## src/rtl/rpr_pkg.sv

```systemverilog
// Shared types, codes and GF(2^8) helpers for the RAID6 P+Q column rebuild block.
`default_nettype none

package rpr_pkg;

  // Source of an input byte.
  typedef enum logic [1:0] {
    KIND_DATA = 2'd0,
    KIND_P    = 2'd1,
    KIND_Q    = 2'd2
  } kind_t;

  // Result status codes.
  typedef enum logic [2:0] {
    ST_NONE    = 3'd0,
    ST_VIA_P   = 3'd1,
    ST_VIA_Q   = 3'd2,
    ST_TWO     = 3'd3,
    ST_REFUSED = 3'd4
  } status_t;

  // Configuration register indexes.
  typedef enum logic [1:0] {
    REG_DATA_MEMBERS = 2'd0,
    REG_MISSING_MASK = 2'd1,
    REG_P_PRESENT    = 2'd2,
    REG_Q_PRESENT    = 2'd3
  } cfg_reg_t;

  localparam int CFG_IDX_W  = 2;
  localparam int CFG_DATA_W = 16;

  // Square-and-multiply steps for a^254 once a^2 is loaded.
  localparam int INV_STEPS = 7;
  localparam int INV_CNT_W = $clog2(INV_STEPS);

  // Powers of the generator 2 for the sixteen possible data members.
  localparam logic [7:0] GF_POW2 [16] = '{
    8'h01, 8'h02, 8'h04, 8'h08, 8'h10, 8'h20, 8'h40, 8'h80,
    8'h1D, 8'h3A, 8'h74, 8'hE8, 8'hCD, 8'h87, 8'h13, 8'h26
  };

  // Commands from the controller to the datapath.
  typedef struct packed {
    logic acc;   // fold the accepted item into the column state
    logic load;  // start the inverse: square the operand
    logic step;  // one square-and-multiply step of the inverse
    logic fin1;  // form the syndromes and clear the column state
    logic fin2;  // final multiply and register the result
  } dp_cmd_t;

  // GF(2^8) product with polynomial 0x11D.
  function automatic logic [7:0] gf_mul(input logic [7:0] a, input logic [7:0] b);
    logic [7:0] x;
    logic [7:0] r;
    x = a;
    r = 8'h00;
    for (int i = 0; i < 8; i++) begin
      if (b[i]) begin
        r = r ^ x;
      end
      x = {x[6:0], 1'b0} ^ (x[7] ? 8'h1D : 8'h00);
    end
    return r;
  endfunction

endpackage

`default_nettype wire

```

## src/rtl/rpr_ctl.sv

```systemverilog
// Controller state machine for the RAID6 P+Q column rebuild block.
`default_nettype none

module rpr_ctl
  import rpr_pkg::*;
(
  input  wire logic    clk,
  input  wire logic    rst_n,
  input  wire logic    start,
  input  wire logic    in_last_member,
  input  wire logic    cfg_we,
  output logic         busy,
  output dp_cmd_t      cmd
);

  typedef enum logic [4:0] {
    S_IDLE = 5'b00001,
    S_LOAD = 5'b00010,
    S_INV  = 5'b00100,
    S_FIN1 = 5'b01000,
    S_FIN2 = 5'b10000
  } state_t;

  state_t               state_r, state_nxt;
  logic [INV_CNT_W-1:0] cnt_r, cnt_nxt;
  logic                 take;
  logic                 inv_done;

  assign take     = start && (state_r == S_IDLE);
  assign inv_done = (cnt_r == INV_CNT_W'(INV_STEPS - 1));
  assign busy     = (state_r != S_IDLE);

  always_comb begin
    state_nxt = state_r;
    cnt_nxt   = cnt_r;
    cmd       = '0;
    unique case (state_r)
      S_IDLE: begin
        cmd.acc = take;
        if (take && in_last_member) begin
          state_nxt = S_FIN1;
        end else if (cfg_we) begin
          state_nxt = S_LOAD;
        end
      end
      S_LOAD: begin
        cmd.load = 1'b1;
        cnt_nxt  = '0;
        if (!cfg_we) begin
          state_nxt = S_INV;
        end
      end
      S_INV: begin
        cmd.step = 1'b1;
        cnt_nxt  = cnt_r + INV_CNT_W'(1);
        if (cfg_we) begin
          state_nxt = S_LOAD;
        end else if (inv_done) begin
          state_nxt = S_IDLE;
        end
      end
      S_FIN1: begin
        cmd.fin1  = 1'b1;
        state_nxt = S_FIN2;
      end
      S_FIN2: begin
        cmd.fin2  = 1'b1;
        state_nxt = S_IDLE;
      end
      default: begin
        state_nxt = S_IDLE;
      end
    endcase
  end

  always_ff @(posedge clk) begin
    if (!rst_n) begin
      state_r <= S_IDLE;
      cnt_r   <= '0;
    end else begin
      state_r <= state_nxt;
      cnt_r   <= cnt_nxt;
    end
  end

  // A column-ending item always leads straight into the finishing states FIN1 and FIN2.
  a_last_to_fin : assert property (@(posedge clk) disable iff (!rst_n)
    (take && in_last_member) |=> (state_r == S_FIN1))
    else $error("last member did not start the finish sequence");

  a_fin_to_idle : assert property (@(posedge clk) disable iff (!rst_n)
    (state_r == S_FIN2) |=> (state_r == S_IDLE))
    else $error("finish sequence did not return to idle");

  a_inv_count : assert property (@(posedge clk) disable iff (!rst_n)
    (state_r == S_INV) |-> (cnt_r <= INV_CNT_W'(INV_STEPS - 1)))
    else $error("inverse step counter ran past its end");

endmodule

`default_nettype wire

```

## src/rtl/rpr_dp.sv

```systemverilog
// Datapath: configuration, column accumulators, field inverse and result registers.
`default_nettype none

module rpr_dp
  import rpr_pkg::*;
#(
  parameter int MAX_DATA = 16
) (
  input  wire logic                  clk,
  input  wire logic                  rst_n,
  input  wire dp_cmd_t               cmd,
  input  wire logic                  cfg_we,
  input  wire logic [CFG_IDX_W-1:0]  cfg_index,
  input  wire logic [CFG_DATA_W-1:0] cfg_data,
  input  wire logic [1:0]            in_kind,
  input  wire logic [3:0]            in_member_index,
  input  wire logic [7:0]            in_byte_value,
  input  wire logic                  in_last_column,
  output logic                       out_valid,
  output logic [2:0]                 out_status,
  output logic [3:0]                 out_first_index,
  output logic [7:0]                 out_first_byte,
  output logic [3:0]                 out_second_index,
  output logic [7:0]                 out_second_byte,
  output logic                       out_row_end
);

  localparam int KCAP = (MAX_DATA < 16) ? MAX_DATA : 16;

  // Configuration registers.
  logic [4:0]  members_r;
  logic [15:0] miss_mask_r;
  logic        p_present_r;
  logic        q_present_r;

  // Column state.
  logic [7:0] xor_acc_r, xor_acc_nxt;
  logic [7:0] wgt_acc_r, wgt_acc_nxt;
  logic [7:0] p_byte_r, p_byte_nxt;
  logic [7:0] q_byte_r, q_byte_nxt;
  logic       row_end_r;

  // Inverse unit and finish stage.
  logic [7:0] inv_r;
  logic [7:0] sq_r;
  logic [7:0] syn_a_r;
  logic [7:0] numer_r;

  // Output registers.
  logic       out_valid_r;
  logic [2:0] status_r;
  logic [3:0] first_idx_r;
  logic [7:0] first_byte_r;
  logic [3:0] second_idx_r;
  logic [7:0] second_byte_r;

  // Derived configuration.
  logic [4:0]  k_eff;
  logic [15:0] eff_mask;
  logic [15:0] mask2;
  logic [15:0] mask3;
  logic [3:0]  idx1;
  logic [3:0]  idx2;
  logic [7:0]  g1;
  logic [7:0]  g2;
  logic [7:0]  inv_op;
  status_t     stat;
  logic        data_ok;
  logic [7:0]  rhs;
  logic [7:0]  prod;

  function automatic logic [3:0] lowest_set(input logic [15:0] m);
    logic [3:0] r;
    r = 4'd0;
    for (int i = 15; i >= 0; i--) begin
      if (m[i]) begin
        r = 4'(i);
      end
    end
    return r;
  endfunction

  assign k_eff = (members_r > 5'(KCAP)) ? 5'(KCAP) : members_r;

  always_comb begin
    for (int i = 0; i < 16; i++) begin
      eff_mask[i] = miss_mask_r[i] && (5'(i) < k_eff);
    end
  end

  // Peel off the lowest missing members one at a time.
  assign mask2  = eff_mask & (eff_mask - 16'd1);
  assign mask3  = mask2 & (mask2 - 16'd1);
  assign idx1   = lowest_set(eff_mask);
  assign idx2   = lowest_set(mask2);
  assign g1     = GF_POW2[idx1];
  assign g2     = GF_POW2[idx2];
  assign inv_op = (mask2 == 16'd0) ? g1 : (g1 ^ g2);

  always_comb begin
    if (eff_mask == 16'd0) begin
      stat = ST_NONE;
    end else if (mask2 == 16'd0) begin
      if (p_present_r) begin
        stat = ST_VIA_P;
      end else if (q_present_r) begin
        stat = ST_VIA_Q;
      end else begin
        stat = ST_REFUSED;
      end
    end else if (mask3 == 16'd0 && p_present_r && q_present_r) begin
      stat = ST_TWO;
    end else begin
      stat = ST_REFUSED;
    end
  end

  always_ff @(posedge clk) begin
    if (!rst_n) begin
      members_r   <= 5'd1;
      miss_mask_r <= 16'd0;
      p_present_r <= 1'b1;
      q_present_r <= 1'b1;
    end else if (cfg_we) begin
      unique case (cfg_index)
        REG_DATA_MEMBERS: members_r   <= cfg_data[4:0];
        REG_MISSING_MASK: miss_mask_r <= cfg_data[15:0];
        REG_P_PRESENT:    p_present_r <= cfg_data[0];
        REG_Q_PRESENT:    q_present_r <= cfg_data[0];
        default: ;
      endcase
    end
  end

  // Column accumulation; the finish stage clears everything for the next column.
  assign data_ok = ({1'b0, in_member_index} < k_eff) && !miss_mask_r[in_member_index];

  always_comb begin
    xor_acc_nxt = xor_acc_r;
    wgt_acc_nxt = wgt_acc_r;
    p_byte_nxt  = p_byte_r;
    q_byte_nxt  = q_byte_r;
    if (cmd.fin1) begin
      xor_acc_nxt = 8'h00;
      wgt_acc_nxt = 8'h00;
      p_byte_nxt  = 8'h00;
      q_byte_nxt  = 8'h00;
    end else if (cmd.acc) begin
      case (in_kind)
        KIND_DATA: begin
          if (data_ok) begin
            xor_acc_nxt = xor_acc_r ^ in_byte_value;
            wgt_acc_nxt = wgt_acc_r ^ gf_mul(GF_POW2[in_member_index], in_byte_value);
          end
        end
        KIND_P: begin
          if (p_present_r) begin
            p_byte_nxt = in_byte_value;
          end
        end
        KIND_Q: begin
          if (q_present_r) begin
            q_byte_nxt = in_byte_value;
          end
        end
        default: ;
      endcase
    end
  end

  always_ff @(posedge clk) begin
    if (!rst_n) begin
      xor_acc_r <= 8'h00;
      wgt_acc_r <= 8'h00;
      p_byte_r  <= 8'h00;
      q_byte_r  <= 8'h00;
    end else begin
      xor_acc_r <= xor_acc_nxt;
      wgt_acc_r <= wgt_acc_nxt;
      p_byte_r  <= p_byte_nxt;
      q_byte_r  <= q_byte_nxt;
    end
  end

  always_ff @(posedge clk) begin
    if (cmd.acc) begin
      row_end_r <= in_last_column;
    end
  end

  // Inverse by square-and-multiply: after the load and all steps inv_r holds op^254.
  always_ff @(posedge clk) begin
    if (cmd.load) begin
      sq_r  <= gf_mul(inv_op, inv_op);
      inv_r <= 8'h01;
    end else if (cmd.step) begin
      sq_r  <= gf_mul(sq_r, sq_r);
      inv_r <= gf_mul(inv_r, sq_r);
    end
  end

  // Finish stage one: syndromes, and for two missing members the numerator.
  assign rhs = q_byte_r ^ wgt_acc_r;

  always_ff @(posedge clk) begin
    if (cmd.fin1) begin
      syn_a_r <= p_byte_r ^ xor_acc_r;
      if (stat == ST_TWO) begin
        numer_r <= rhs ^ gf_mul(g2, p_byte_r ^ xor_acc_r);
      end else begin
        numer_r <= rhs;
      end
    end
  end

  // Finish stage two: scale by the prepared inverse and register the result.
  assign prod = gf_mul(numer_r, inv_r);

  always_ff @(posedge clk) begin
    if (!rst_n) begin
      out_valid_r <= 1'b0;
    end else begin
      out_valid_r <= cmd.fin2;
    end
  end

  always_ff @(posedge clk) begin
    if (cmd.fin2) begin
      status_r      <= stat;
      first_idx_r   <= 4'd0;
      first_byte_r  <= 8'h00;
      second_idx_r  <= 4'd0;
      second_byte_r <= 8'h00;
      case (stat)
        ST_VIA_P: begin
          first_idx_r  <= idx1;
          first_byte_r <= syn_a_r;
        end
        ST_VIA_Q: begin
          first_idx_r  <= idx1;
          first_byte_r <= prod;
        end
        ST_TWO: begin
          first_idx_r   <= idx1;
          first_byte_r  <= prod;
          second_idx_r  <= idx2;
          second_byte_r <= syn_a_r ^ prod;
        end
        default: ;
      endcase
    end
  end

  assign out_valid        = out_valid_r;
  assign out_status       = status_r;
  assign out_first_index  = first_idx_r;
  assign out_first_byte   = first_byte_r;
  assign out_second_index = second_idx_r;
  assign out_second_byte  = second_byte_r;
  assign out_row_end      = row_end_r;

  a_valid_from_fin : assert property (@(posedge clk) disable iff (!rst_n)
    out_valid_r |-> $past(cmd.fin2))
    else $error("result strobe without a finish cycle");

  a_single_strobe : assert property (@(posedge clk) disable iff (!rst_n)
    out_valid_r |=> !out_valid_r)
    else $error("result strobe lasted more than one cycle");

  a_two_ordered : assert property (@(posedge clk) disable iff (!rst_n)
    (out_valid_r && status_r == ST_TWO) |-> (first_idx_r < second_idx_r))
    else $error("two-member rebuild with indices out of order");

endmodule

`default_nettype wire

```

## src/rtl/raid6_pq_row_reconstruct.sv

```systemverilog
// Top level of the RAID6 P+Q column rebuild block: controller plus datapath.
//
//   channel  direction  handshake          payload
//   input    in         start / busy       in_kind, in_member_index, in_byte_value,
//                                          in_last_member, in_last_column
//   result   out        out_valid strobe   out_status, out_first_index, out_first_byte,
//                                          out_second_index, out_second_byte, out_row_end
//   config   in         cfg_we             cfg_index, cfg_data
//
// An item is taken at a rising edge where start is high and busy is low. An item
// that does not end a column leaves busy low unless a configuration write comes with
// it, so member bytes can stream back to back. A column-ending item passes through
// FIN1, the syndrome multiply, and FIN2, the multiply by the prepared inverse; the
// result strobe shows in the cycle right after FIN2, while the block already takes
// the next item. A configuration write that comes neither with a column-ending item
// nor in FIN1 or FIN2 makes the block busy while the square-and-multiply unit prepares
// the field inverse that the rebuild needs. Reset is synchronous and active low; it
// restores the default configuration (one data member, nothing missing, both parities
// present), clears the column state and needs no preparation afterward. The result
// side cannot stall, so results are never held: each strobe lasts exactly one cycle.
`default_nettype none

module raid6_pq_row_reconstruct
  import rpr_pkg::*;
#(
  parameter int MAX_DATA = 16
) (
  input  wire logic                  clk,
  input  wire logic                  rst_n,
  // Input items.
  input  wire logic                  start,
  output logic                       busy,
  input  wire logic [1:0]            in_kind,
  input  wire logic [3:0]            in_member_index,
  input  wire logic [7:0]            in_byte_value,
  input  wire logic                  in_last_member,
  input  wire logic                  in_last_column,
  // Result items.
  output logic                       out_valid,
  output logic [2:0]                 out_status,
  output logic [3:0]                 out_first_index,
  output logic [7:0]                 out_first_byte,
  output logic [3:0]                 out_second_index,
  output logic [7:0]                 out_second_byte,
  output logic                       out_row_end,
  // Configuration writes.
  input  wire logic                  cfg_we,
  input  wire logic [CFG_IDX_W-1:0]  cfg_index,
  input  wire logic [CFG_DATA_W-1:0] cfg_data
);

  // The controller sequences accumulation, inverse preparation and the
  // finishing states FIN1 and FIN2; the datapath holds every byte of state.
  dp_cmd_t cmd;

  rpr_ctl u_ctl (
    .clk            (clk),
    .rst_n          (rst_n),
    .start          (start),
    .in_last_member (in_last_member),
    .cfg_we         (cfg_we),
    .busy           (busy),
    .cmd            (cmd)
  );

  // The datapath sees the configuration port directly; the number of data
  // members that count is capped by MAX_DATA and by the sixteen mask bits.
  rpr_dp #(
    .MAX_DATA (MAX_DATA)
  ) u_dp (
    .clk              (clk),
    .rst_n            (rst_n),
    .cmd              (cmd),
    .cfg_we           (cfg_we),
    .cfg_index        (cfg_index),
    .cfg_data         (cfg_data),
    .in_kind          (in_kind),
    .in_member_index  (in_member_index),
    .in_byte_value    (in_byte_value),
    .in_last_column   (in_last_column),
    .out_valid        (out_valid),
    .out_status       (out_status),
    .out_first_index  (out_first_index),
    .out_first_byte   (out_first_byte),
    .out_second_index (out_second_index),
    .out_second_byte  (out_second_byte),
    .out_row_end      (out_row_end)
  );

endmodule

`default_nettype wire

```

## config.mk

```make
export PLATFORM = sky130hd
export DESIGN_NAME = raid6_pq_row_reconstruct
export DESIGN_NICKNAME = d
export VERILOG_FILES = /design/src/rtl/rpr_pkg.sv /design/src/rtl/rpr_ctl.sv /design/src/rtl/rpr_dp.sv /design/src/rtl/raid6_pq_row_reconstruct.sv
export SDC_FILE = /design/constraint.sdc
export NUM_CORES = 1
export LEC_CHECK = 0
export BUFFER_PORTS_ARGS = -buffer_cell sky130_fd_sc_hd__buf_2
export CORE_ASPECT_RATIO = 1.1
export CORE_UTILIZATION = 56
export CTS_BUF_LIST = sky130_fd_sc_hd__clkbuf_2
export DETAILED_ROUTE_END_ITERATION = 6
export PLACE_DENSITY_LB_ADDON = 0.25
export SLEW_MARGIN = 30
export SYNTH_ARGS = -nofsm -noshare
export SYNTH_HDL_FRONTEND = slang
export SYNTH_SLANG_ARGS = --single-unit
```

## constraint.sdc

```tcl
create_clock -name clk -period 5.54 [get_ports clk]
set_input_delay 0.554 -clock clk [delete_from_list [all_inputs] [get_ports clk]]
set_output_delay 0.554 -clock clk [all_outputs]
set_load 0.1 [all_outputs]
```

==> run_results.csv <==
group,metric,value,unit
drt,first_pass_iters,7,
worst_setup_path,cp.required,6.00,ns
clock_network,cts_tree,"done",
sta,totalNegativeSetupSlack,0,ns
global_routing,overflow,0,
floorplanning,start_util,0.575,
floorplanning,die-area,24300,um^2
synth,synth_nets,1817,
sta,skew,0.0556,ns
floorplanning,core_area,23000,um^2
min_path,min-delay-path-class,"primary input to register",
worst_setup_path,critPathMaxStageDelay,0.53,ns
placed_design,hpwl,29700,um
floorplanning,design.portCount,68,
global_routing,grt_first_pass_wirelength,65900,um
clock_network,clock_path_buffers,2,
sta,max_clock_freq,192,MHz
final_layout,fin_util,0.614,
synth,yosys.area.top_type,"xnor2_1",
drt,wirelength,40900,um
pwr,ir_drop,252,uV
worst_setup_path,cp_top_family,"compound AO/OA/AOI/OAI gates",
sta,finalCritPeriodShare,0.938,
sta,worst_pin_slew,1.03,ns
final_layout,drive_above_1_share,0.114,
clock_network,numCtsBuffers,17,
synth,seq_area_frac_synth,0.227,
sta,finalWorstPathRequiredPeriod,5.19,ns
sta,slew_violations,0,
drt,ant_nets,0,
drt,drtIter0Drc,1226,
floorplanning,die_w,149,um
worst_setup_path,rr_startpoint,"u_dp.members_r[3]",
run_status,violations,"DRC",
worst_setup_path,timing.rr.end,"u_dp.numer_r[4]",
synth,ys_seq_elements,124,
job,drv_cap,0,
synth,async_flop_share,0,
sta,relSlewSlack,0.310,
worst_setup_path,cp_slowest_cell,"dfxtp_1",
synth,synth_top_area_frac,0.136,
clock_network,clk_latency,0.73,ns
run_status,status,"complete, but fails checks",
worst_setup_path,critPathKind,"register to register",
drt,vias_per_cell,6.38,
sta,layout_setup_ws,0.345,ns
min_path,hold_depth,3,
worst_setup_path,path_max_fanout,18,
global_routing,antenna_found_initial,1,
drt,num_vias,13300,
synth,ys.flop_type,"dfxtp_1",
worst_setup_path,critPathArrivalTime,5.66,ns
sta,fin_hold_ws,0.0516,ns
synth,synth_edf_count,52,
drt,drcViolationCount,2,
final_layout,seqCellArea,3000,um^2
sta,setup-violations-final,0,
synth,yosysWarnings,0,
worst_setup_path,r2r_cells,15,
final_layout,multiInputGateArea,9650,um^2
synth,yosys-top-cells-area,"xnor2_1 14%, edfxtp_1 12%, dfxtp_1 11%",
synth,synthesis.area,13200,um^2
worst_setup_path,crit_buf_inv,1,
placed_design,place.gp.congestion,0.990,
placed_design,port_buffers,67,
clock_network,clkTransAtPathRegs,0.22,ns
synth,synth_cell_types,96,
sta,rsz0062_at_grt,"false",
placed_design,place_ws,0.399,ns
synth,syn_inst,1770,
worst_setup_path,crit_chain,"or2_1, o31ai_4, nand4_2, xor2_1, a211oi_1, a311o_1, buf_4, o211ai_1, o22ai_1, nor3_1, or4_1, o211a_1, nor4_1, nor4_2, xnor2_1",
clock_network,cts-root-buf,"clkbuf_2",
final_layout,areaGrowthSynthToFinish,6.70,%
sta,hold_violations,0,
floorplanning,row_count,58,
clock_network,cts_sinks,124,
synth,netlist_top_cells_count,"305 x nand2_1, 205 x xnor2_1, 174 x nor2_1",
min_path,worstHoldStart,"cfg_data[6]",
clock_network,htree_levels,4,
worst_setup_path,endpoint_kind,"register",
pwr,p_leak,5.03,nW
final_layout,nets,1823,
worst_setup_path,start_kind,"register",
worst_setup_path,reg2reg_slack,0.35,ns
final_layout,layout.cells.non_filler,2090,
clock_network,post_cts_buffers,0,
synth,synth_most_common_cell,"nand2_1",
pwr,p_per_area,311,nW/um^2
floorplanning,die_h,163,um
final_layout,fillers,2152,
min_path,holdPathEnd,"u_dp.miss_mask_r[6]",
synth,post_synth.cell_area_avg,7.48,um^2
global_routing,grt_pass1_vias,12200,
drt,wl_per_cell,19.6,um
global_routing,grt_max_degree,52,
global_routing,track_usage,0.342,
placed_design,dpl.cell_count,2055,
-- layout by cell type, fill, tap and decap left out, types with 8 or more instances in the layout --
| cell type | instances |
|---|---|
| a31oi_1 | 18 |
| a22oi_1 | 31 |
| nand2b_1 | 12 |
| a21boi_0 | 20 |
| nor2_1 | 174 |
| nor2b_1 | 12 |
| mux2_2 | 8 |
| edfxtp_1 | 52 |
| a211oi_1 | 14 |
| buf_4 | 40 |
| ha_1 | 9 |
| a221oi_1 | 8 |
| xnor2_1 | 205 |
| buf_2 | 67 |
| o21ai_0 | 113 |
| a22o_1 | 13 |
| xor2_1 | 78 |
| o211ai_1 | 20 |
| o31ai_1 | 16 |
| nand2_1 | 304 |
| clkbuf_2 | 17 |
| o21a_1 | 11 |
| a21oi_1 | 112 |
| nand3_1 | 31 |
| inv_1 | 26 |
| dfxtp_1 | 71 |
| o221ai_1 | 12 |
| nor3_1 | 30 |
| nand3b_1 | 9 |
| o22ai_1 | 21 |
| mux2i_1 | 34 |
-- area by class of cell --
cell class,instances,area share
Inverter,34,0.00904
Sequential cell,124,0.213
Timing Repair Buffer,109,0.0464
Antenna cell,1,0.000177
Clock buffer,17,0.00602
Tap cell,300,0.0266
Clock inverter,15,0.0157
Multi-Input combinational cell,1490,0.683
-- metal layers --
| layer | vias to the layer above | global-route usage | part of all wire |
|---|---|---|---|
| met5 | - | 0 | 0 |
| met4 | 0 | 0.151 | 0.045 |
| met3 | 152 | 0.0453 | 0.075 |
| met2 | 708 | 0.570 | 0.47 |
| met1 | 6181 | 0.440 | 0.41 |
| li1 | 6299 | - | - |
-- per-stage QoR --
| step | total power [mW] | cell area [um^2] |
|---|---|---|
| after floorplan | 3.23 | 13200 |
| after global placement | 3.60 | 13800 |
| after detailed placement | 3.66 | 13800 |
| after global routing | 4.68 | 14100 |
| final | 4.40 | 14100 |
| after CTS | 4.39 | 14100 |
-- power by group --
| group | leakage (nW) | internal (mW) | switching [mW] |
|---|---|---|---|
| Combinational | 3.84 | 1.16 | 1.32 |
| Sequential | 1.02 | 1.00 | 0.185 |
| Clock | 0.170 | 0.342 | 0.394 |
-- what timing repair did --
item                                    CTS  global route
hold endpoints to repair                  2             0
endpoints found under the setup margin    0             3
hold buffers                              2             0
gates resized for setup                   0             2
-- registers in the layout, indices dropped and copies added (netlist names) --
name	count
u_dp.wgt_acc_r	8
u_dp.out_status	3
u_dp.sq_r	8
u_dp.p_present_r	1
u_ctl.cnt_r	3
u_dp.out_first_byte	8
u_dp.out_second_index	4
u_dp.q_byte_r	8
u_dp.out_second_byte	8
u_dp.out_row_end	1
u_dp.numer_r	8
u_dp.q_present_r	1
u_dp.syn_a_r	8
u_dp.inv_r	8
u_ctl.state_r	5
u_dp.members_r	5
u_dp.miss_mask_r	16
u_dp.p_byte_r	8
u_dp.out_valid	1
u_dp.xor_acc_r	8
u_dp.out_first_index	4
-- tightest hold or removal path: stages --
cell,delay (ns)
buf_2,0.10
nand2_1,0.04
a21boi_0,0.06
-- cells by family after synthesis --
group | synth area share
muxes | 0.0410
adders and majority gates | 0.00851
DFF | 0.227
buffers and inverters | 0.0464
xor gates and xnor gates | 0.200
AOI/OAI and AO/OA | 0.263
and+or+nand+nor | 0.215
-- how the worst max path moves through the flow --
stage | start | end | slack (ns) | depth (start not counted)
floorplan | u_dp.members_r[3] | u_dp.sq_r[4] | 0.85 | 20
global placement | u_dp.members_r[3] | u_dp.numer_r[4] | 0.54 | 14
detailed placement | u_dp.members_r[3] | u_dp.numer_r[4] | 0.40 | 14
CTS | u_dp.members_r[3] | u_dp.sq_r[4] | 0.34 | 17
global route | u_dp.members_r[3] | u_dp.sq_r[4] | 0.03 | 17
finish | u_dp.members_r[3] | u_dp.numer_r[4] | 0.35 | 15
Note: power is estimated with default switching activity, not from simulation.
